[config.mk]
export PLATFORM = sky130hd
export DESIGN_NAME = mi3_queue
export DESIGN_NICKNAME = d
export VERILOG_FILES = /design/src/design/mi3_pkg.sv /design/src/design/mi3_queue.sv
export SDC_FILE = /design/constraint.sdc
export NUM_CORES = 2
export LEC_CHECK = 0
export ABC_CLOCK_PERIOD_IN_PS = 31700
export BUFFER_PORTS_ARGS = -buffer_cell sky130_fd_sc_hd__buf_4
export CORE_AREA = 3 3 530 532
export CTS_CLUSTER_SIZE = 28
export DETAILED_ROUTE_END_ITERATION = 8
export DIE_AREA = 0 0 533 535
export PLACE_DENSITY_LB_ADDON = 0.08
export SLEW_MARGIN = 20
export SYNTH_ARGS = -nofsm -noshare
export SYNTH_HDL_FRONTEND = slang
export SYNTH_SLANG_ARGS = --single-unit
[constraint.sdc]
create_clock -name clk -period 31.7 [get_ports clk]
set_clock_uncertainty 0.2 [all_clocks]
set_input_delay 9.51 -clock clk [delete_from_list [all_inputs] [get_ports clk]]
set_output_delay 9.51 -clock clk [all_outputs]
set_load 0.05 [all_outputs]
[src/design/mi3_pkg.sv]
package mi3_pkg;

    localparam int EW = 32;
    localparam int PW = 2 * EW;
    localparam int CW = PW + 1;
    localparam int DW = 97;
    localparam int NUMW = PW + EW;
    localparam int QBITS = EW + 1;
    localparam int DSW = DW + QBITS;
    localparam int MI3_QDEPTH = 4;

    typedef logic signed [EW-1:0] elem_t;
    typedef logic signed [CW-1:0] cof_t;
    typedef logic signed [DW-1:0] det_t;

    typedef struct packed {
        elem_t a11;
        elem_t a12;
        elem_t a13;
        elem_t a21;
        elem_t a22;
        elem_t a23;
        elem_t a31;
        elem_t a32;
        elem_t a33;
    } mi3_in_t;

    typedef struct packed {
        elem_t b11;
        elem_t b12;
        elem_t b13;
        elem_t b21;
        elem_t b22;
        elem_t b23;
        elem_t b31;
        elem_t b32;
        elem_t b33;
        logic  singular;
        logic  saturated;
    } mi3_out_t;

    typedef struct packed {
        cof_t [8:0] cof;
        det_t       det;
        logic       singular;
    } mi3_item_t;

    // Cofactor k is the product of elements 0 and 1 minus the product of elements 2 and 3.
    localparam int unsigned COF_IDX [0:8][0:3] = '{
        '{4, 8, 5, 7}, '{5, 6, 3, 8}, '{3, 7, 4, 6},
        '{2, 7, 1, 8}, '{0, 8, 2, 6}, '{1, 6, 0, 7},
        '{1, 5, 2, 4}, '{2, 3, 0, 5}, '{0, 4, 1, 3}
    };

endpackage

[src/design/mi3_queue.sv]
module mi3_queue import mi3_pkg::*; #(
    parameter int DEPTH = MI3_QDEPTH
) (
    input  logic      clk,
    input  logic      rst_n,
    input  logic      push_valid,
    output logic      push_ready,
    input  mi3_item_t push_item,
    output logic      pop_valid,
    input  logic      pop_ready,
    output mi3_item_t pop_item
);

    localparam int AW = (DEPTH > 1) ? $clog2(DEPTH) : 1;
    localparam int NW = $clog2(DEPTH + 1);

    mi3_item_t       mem [DEPTH];
    logic [AW-1:0]   wr_ptr_reg;
    logic [AW-1:0]   rd_ptr_reg;
    logic [NW-1:0]   count_reg;
    logic            push;
    logic            pop;

    assign push_ready = (count_reg != NW'(DEPTH));
    assign pop_valid  = (count_reg != '0);
    assign push       = push_valid && push_ready;
    assign pop        = pop_valid && pop_ready;
    assign pop_item   = mem[rd_ptr_reg];

    always_ff @(posedge clk)
    begin
        if (push)
        begin
            mem[wr_ptr_reg] <= push_item;
        end
    end

    always_ff @(posedge clk or negedge rst_n)
    begin
        if (!rst_n)
        begin
            wr_ptr_reg <= '0;
            rd_ptr_reg <= '0;
            count_reg  <= '0;
        end
        else
        begin
            if (push)
            begin
                wr_ptr_reg <= (wr_ptr_reg == AW'(DEPTH - 1)) ? '0 : wr_ptr_reg + 1'b1;
            end
            if (pop)
            begin
                rd_ptr_reg <= (rd_ptr_reg == AW'(DEPTH - 1)) ? '0 : rd_ptr_reg + 1'b1;
            end
            if (push && !pop)
            begin
                count_reg <= count_reg + 1'b1;
            end
            else if (pop && !push)
            begin
                count_reg <= count_reg - 1'b1;
            end
        end
    end

    a_count_bound: assert property (@(posedge clk) disable iff (!rst_n)
        count_reg <= NW'(DEPTH))
        else $error("Queue fill count exceeds its depth.");

    a_count_up: assert property (@(posedge clk) disable iff (!rst_n)
        (push && !pop) |=> count_reg == $past(count_reg) + 1'b1)
        else $error("Queue fill count did not grow on a push.");

    a_count_down: assert property (@(posedge clk) disable iff (!rst_n)
        (pop && !push) |=> count_reg == $past(count_reg) - 1'b1)
        else $error("Queue fill count did not shrink on a pop.");

endmodule

# == After elaboration in Yosys (flattened, before gate mapping) ==
# Memories as Yosys holds them, arrays and structs flattened.
# Cells that the tools add are included.
# classes
n_addsub,4
eq_ne,3
muxes,6
n_reduce_logical,8
# ops
cell,n
$mux W3,2
$add A2 B1 Y2 const B,2
$eq A2 B2 Y1 const B,2
$logic_and A1 B1 Y1,4
$mux W2,2
$add A3 B1 Y3 const B,1
$ne A3 B3 Y1 const B,1
$reduce_bool A3 Y1,1
$sub A3 B1 Y3 const B,1
$logic_not A1 Y1,2
$mux W1,2
$reduce_bool A2 Y1,1
# totals
ff_bits,7
ram_bits,2732
input_bits,687
output_inout_bits,685
word_cells,25
n_memories,1
# memory_table
name,depth,width,read_ports,rd_clocked_by_memory_dff,write_ports,line,rtl
mem,4,683,1,0,1,mi3_queue.sv:17,mi3_item_t mem [DEPTH];

# == Depth between registers and ports, before layout ==
# logic_depth
depth_word,6
mapped_depth,8
depth_no_buf,8

# == Worst setup path before layout ==
# No wires, ideal clock.
# synth_timing
path_kind,input-to-reg
startpoint,input port push_valid
endpoint,memory mem[3][0] (netlist bit) (enable)
setup_ps,1144
arrival_time_ps,25013
required_ps,30356
setup_slack_ps,5343
cell_stages,1
n_path_buf,0
cell_sequence,and3_1
# synth_via
elab_chain_cells,3
# synth_rtl
element,line,rtl
start: declaration,mi3_queue.sv:6,"input logic push_valid,"
$logic_and A1 B1 Y1,mi3_queue.sv:26,assign push = push_valid && push_ready;
$mux W1,mi3_queue.sv:32,if (push)
$mux W1 (implied by the code),mi3_queue.sv:34,mem[wr_ptr_reg] <= push_item;
end: declaration,mi3_queue.sv:17,
# Every way passes these cells.

==> impl_results.rst <==
.. list-table::
   :header-rows: 1

   * - Metric
     - Value
   * - Result of the run
     - complete, no violations
   * - Count of warnings emitted by yosys
     - 0
   * - WL final
     - ~280 mm
   * - First drt pass iteration count
     - 5
   * - Area of the placeable core
     - ~0.28 mm²
   * - Worst EP required
     - 21990 ps
   * - H-tree level count
     - 5
   * - Maximum achievable frequency
     - about 60 MHz
   * - Initial DRC count
     - around 3200
   * - Worst Reg2Reg Path Length in Cells
     - 7
   * - Power dissipated by switching net loads
     - ~5.6 mW
   * - Area delta synth->final
     - 24.1%
   * - Cells after DPL
     - 8594
   * - Share of final-layout standard cells stronger than drive strength 1
     - around 46%
   * - R2R setup slack
     - ~26000 ps
   * - Crit-path cells
     - buf_4 > buf_4 > buf_12 > buf_4 > buf_4 > mux4_2 > buf_4
   * - Remaining global-route overflow
     - 0
   * - Clock latency on the worst-skew pair
     - roughly 850 ps
   * - Global-route wire length before repair
     - about 390 mm
   * - Area share of the largest cell type after synthesis
     - 82.8%
   * - Worst stage delay on the critical path
     - between 800 and 900 ps
   * - Shortest clock period the worst path allows after layout
     - 16340 ps
   * - Average via count per standard cell
     - 4.98
   * - Gate count of the mapped netlist
     - between 3000 and 4000
   * - GPL Wtd Cong
     - about 0.78
   * - Kind of path behind the tightest hold check
     - reg2reg
   * - Placed wire-length estimate
     - between 150 and 200 mm
   * - Vertical die dimension
     - 535 µm
   * - Hold EP
     - count_reg[2]
   * - Most repeated library cell on the critical path
     - buf_4
   * - Number of buffers inserted to repair setup after CTS
     - 0
   * - Site Rows
     - approximately 190
   * - Post-route clock period utilization
     - 51.6%
   * - Number of buffers inserted during clock tree synthesis
     - ~300
   * - Cells on Worst Hold Path
     - 1
   * - FF+latch count, synth
     - 2739
   * - Avg Cell Area, Syn
     - about 27 µm²
   * - Share of total power in the clock network
     - about a quarter
   * - Quantity of I/O buffers inserted on ports
     - 1371
   * - RSZ-0062 raised after global routing
     - false
   * - Slew Viols, Final
     - 0
   * - DRC errors left
     - 0
   * - Critical path fanouts, max
     - 88
   * - CTS root buffer
     - clkbuf_16
   * - Number of cells in the finished layout apart from fillers
     - 9168
   * - Arrival time at the worst endpoint
     - approximately 6600 ps
   * - Area of the mapped netlist
     - slightly below 0.1 mm²
   * - Combinational power share
     - 41.2%
   * - Peak supply drop
     - ~0.075 mV
   * - Boundary Pins
     - between 1000 and 1500
   * - Final setup violation count
     - 0
   * - Pin count of the biggest net entering global routing
     - 141
   * - Count of clock tree sinks
     - around 2700
   * - Overall Global Routing Usage
     - about 20%
   * - Proportion of total power due to net switching
     - between 30% and 40%
   * - Hold_sp
     - count_reg[2]
   * - Reg2Reg Capture Point
     - mem[2][468]
   * - Category of the worst setup path capture point
     - primary output
   * - Initial core utilization
     - 35.8%
   * - Worst-margin pin slew
     - about 1100 ps
   * - Average wire length per cell after detail routing
     - slightly above 30 µm
   * - Post-Route Setup TNS
     - 0 ps
   * - Clock input transition at the sequential cells of the worst setup and hold paths
     - around 60 ps
   * - Startpoint kind of the worst setup timing path
     - flop
   * - Via count
     - around 46000
   * - Number of buffers inserted by hold repair at cts
     - 0
   * - Slowest library cell on the worst path
     - dfrtp_4
   * - Synthesized Nets
     - roughly 4300
   * - Worst-case headroom to the max-slew limit
     - between 20 and 30%
   * - Number of gates given a new drive strength after cts
     - 0
   * - Pwr Total
     - about 14 mW
   * - Power per cell area
     - roughly 110 mW/mm²
   * - Final number of hold-violating endpoints
     - 0
   * - Antenna violations before repair
     - 132
   * - Number of flip-flops in the largest register
     - 2732
   * - Largest buffer count on any clock path
     - 4
   * - Sequential share of power
     - about a third
   * - Width of the die
     - 533 µm
   * - Number of nets in the finished design
     - between 5000 and 6000
   * - Number of global-route vias before repair
     - 48100
   * - Crit path kind
     - reg2out
   * - Library cell occupying the most area in the post-synthesis netlist
     - edfxtp_1
   * - Portion of the post-synthesis area used by sequential elements
     - 83.0%
   * - Antenna Nets Post-Route
     - 0
   * - Max-cap violation count
     - 0
   * - Reg-to-Reg Start
     - count_reg[2]
   * - CTS tree
     - done
   * - Number of distinct standard cells referenced by the synthesized netlist
     - 19
   * - Leakage power summed over all cells
     - about 41 nW
   * - Cell types with the largest area share after synthesis
     - edfxtp_1, mux4_2, buf_6
   * - Internal Power
     - between 8 and 9 mW
   * - Filler Cell Count
     - 23500
   * - Full die area
     - roughly 0.29 mm²
==> per-stage QoR <==
step	hold slack (ps)	setup slack (ps)	utilization (%)	instance area, µm²
finish	280	15360	44.5	123000
global route	302	14530	44.4	123000
CTS	279	14850	44.4	123000
detailed placement	270	15820	41.0	113000
global placement	264	15820	41.0	113000
floorplan	247	5340	-	99100
==> synthesized netlist by cell type <==
master and n:
dfrtp_1 7, or3_1 1, buf_2 70, xor2_1 2, and3_1 4, fa_1 1
inv_1 3, buf_6 73, clkbuf_1 7, or3b_4 1, mux4_2 683, nor2_1 3
and2_4 1, edfxtp_1 2732, buf_4 2, ha_1 6, nand2_1 1, xnor2_1 1
mux2_2 5
==> cells by family after synthesis <==
logic type | count (synthesis) | share of synthesized area, %
buffers and inverters | 155 | 1.24
muxes | 688 | 15.6
and+or+nand+nor | 11 | 0.0669
DFF | 2739 | 83.0
xor gates and xnor gates | 3 | 0.0265
adders and majority gates | 7 | 0.0960
==> critical path, delay by kind of cell (launching register included) <==
kind / cells / cell delay (ps)
buffers and inverters: 6 / 3960
DFF: 1 / 870
muxes: 1 / 670
==> cell type report <==
type | count | area [µm²] | area share (%)
Antenna cell | 41 | 103 | 0.0835
Clock buffer | 379 | 8060 | 6.56
Clock inverter | 154 | 1300 | 1.06
Inverter | 3 | 11.3 | 0.00916
Multi-Input combinational cell | 709 | 15600 | 12.7
Sequential cell | 2739 | 82200 | 66.9
Tap cell | 3705 | 4640 | 3.77
Timing Repair Buffer | 1438 | 10900 | 8.90
==> worst max path at each step <==
stage               slack, ps  depth (start not counted)            end          start
detailed placement      15820                          7  pop_item[505]  rd_ptr_reg[0]
CTS                     14850                          7  pop_item[505]  rd_ptr_reg[0]
floorplan                5340                          1      mem[3][0]     push_valid
finish                  15360                          7  pop_item[505]  rd_ptr_reg[0]
global placement        15820                          7  pop_item[505]  rd_ptr_reg[0]
global route            14530                          7  pop_item[505]  rd_ptr_reg[0]
==> cells in the final DEF, fill, tap and decap left out <==
cell type,count
and2_4,1
and3_4,4
buf_12,11
buf_4,1426
buf_6,1
bufinv_16,17
clkbuf_1,66
clkbuf_16,311
clkbuf_8,2
clkinv_1,80
clkinv_16,1
clkinv_2,33
clkinv_4,2
clkinv_8,8
clkinvlp_4,3
dfrtp_1,5
dfrtp_4,2
diode_2,41
edfxtp_1,2732
fa_1,1
ha_1,6
inv_1,3
inv_16,3
inv_6,7
mux2_2,5
mux4_2,683
nand2_1,1
nor2_1,3
or3_1,1
or3b_4,1
xnor2_1,1
xor2_1,2
==> power by group through the flow <==
| stage | Combinational, mW | Clock [mW] | Sequential (mW) |
|---|---|---|---|
| floorplan | 3.94 | 0 | 5.54 |
| CTS | 5.94 | 3.43 | 4.95 |
| global placement | 5.95 | 0 | 5.00 |
| finish | 5.79 | 3.34 | 4.94 |
| global route | 6.04 | 3.58 | 4.99 |
| detailed placement | 5.93 | 0 | 5.02 |
==> metal layers <==
metal | track usage (%) | part of all wire [%]
met5 | 0 | 0.21
met4 | 6.74 | 3.6
met1 | 22.6 | 36
met3 | 8.93 | 11
met2 | 32.0 | 49
No activity file was read; power rests on OpenSTA's default activity.
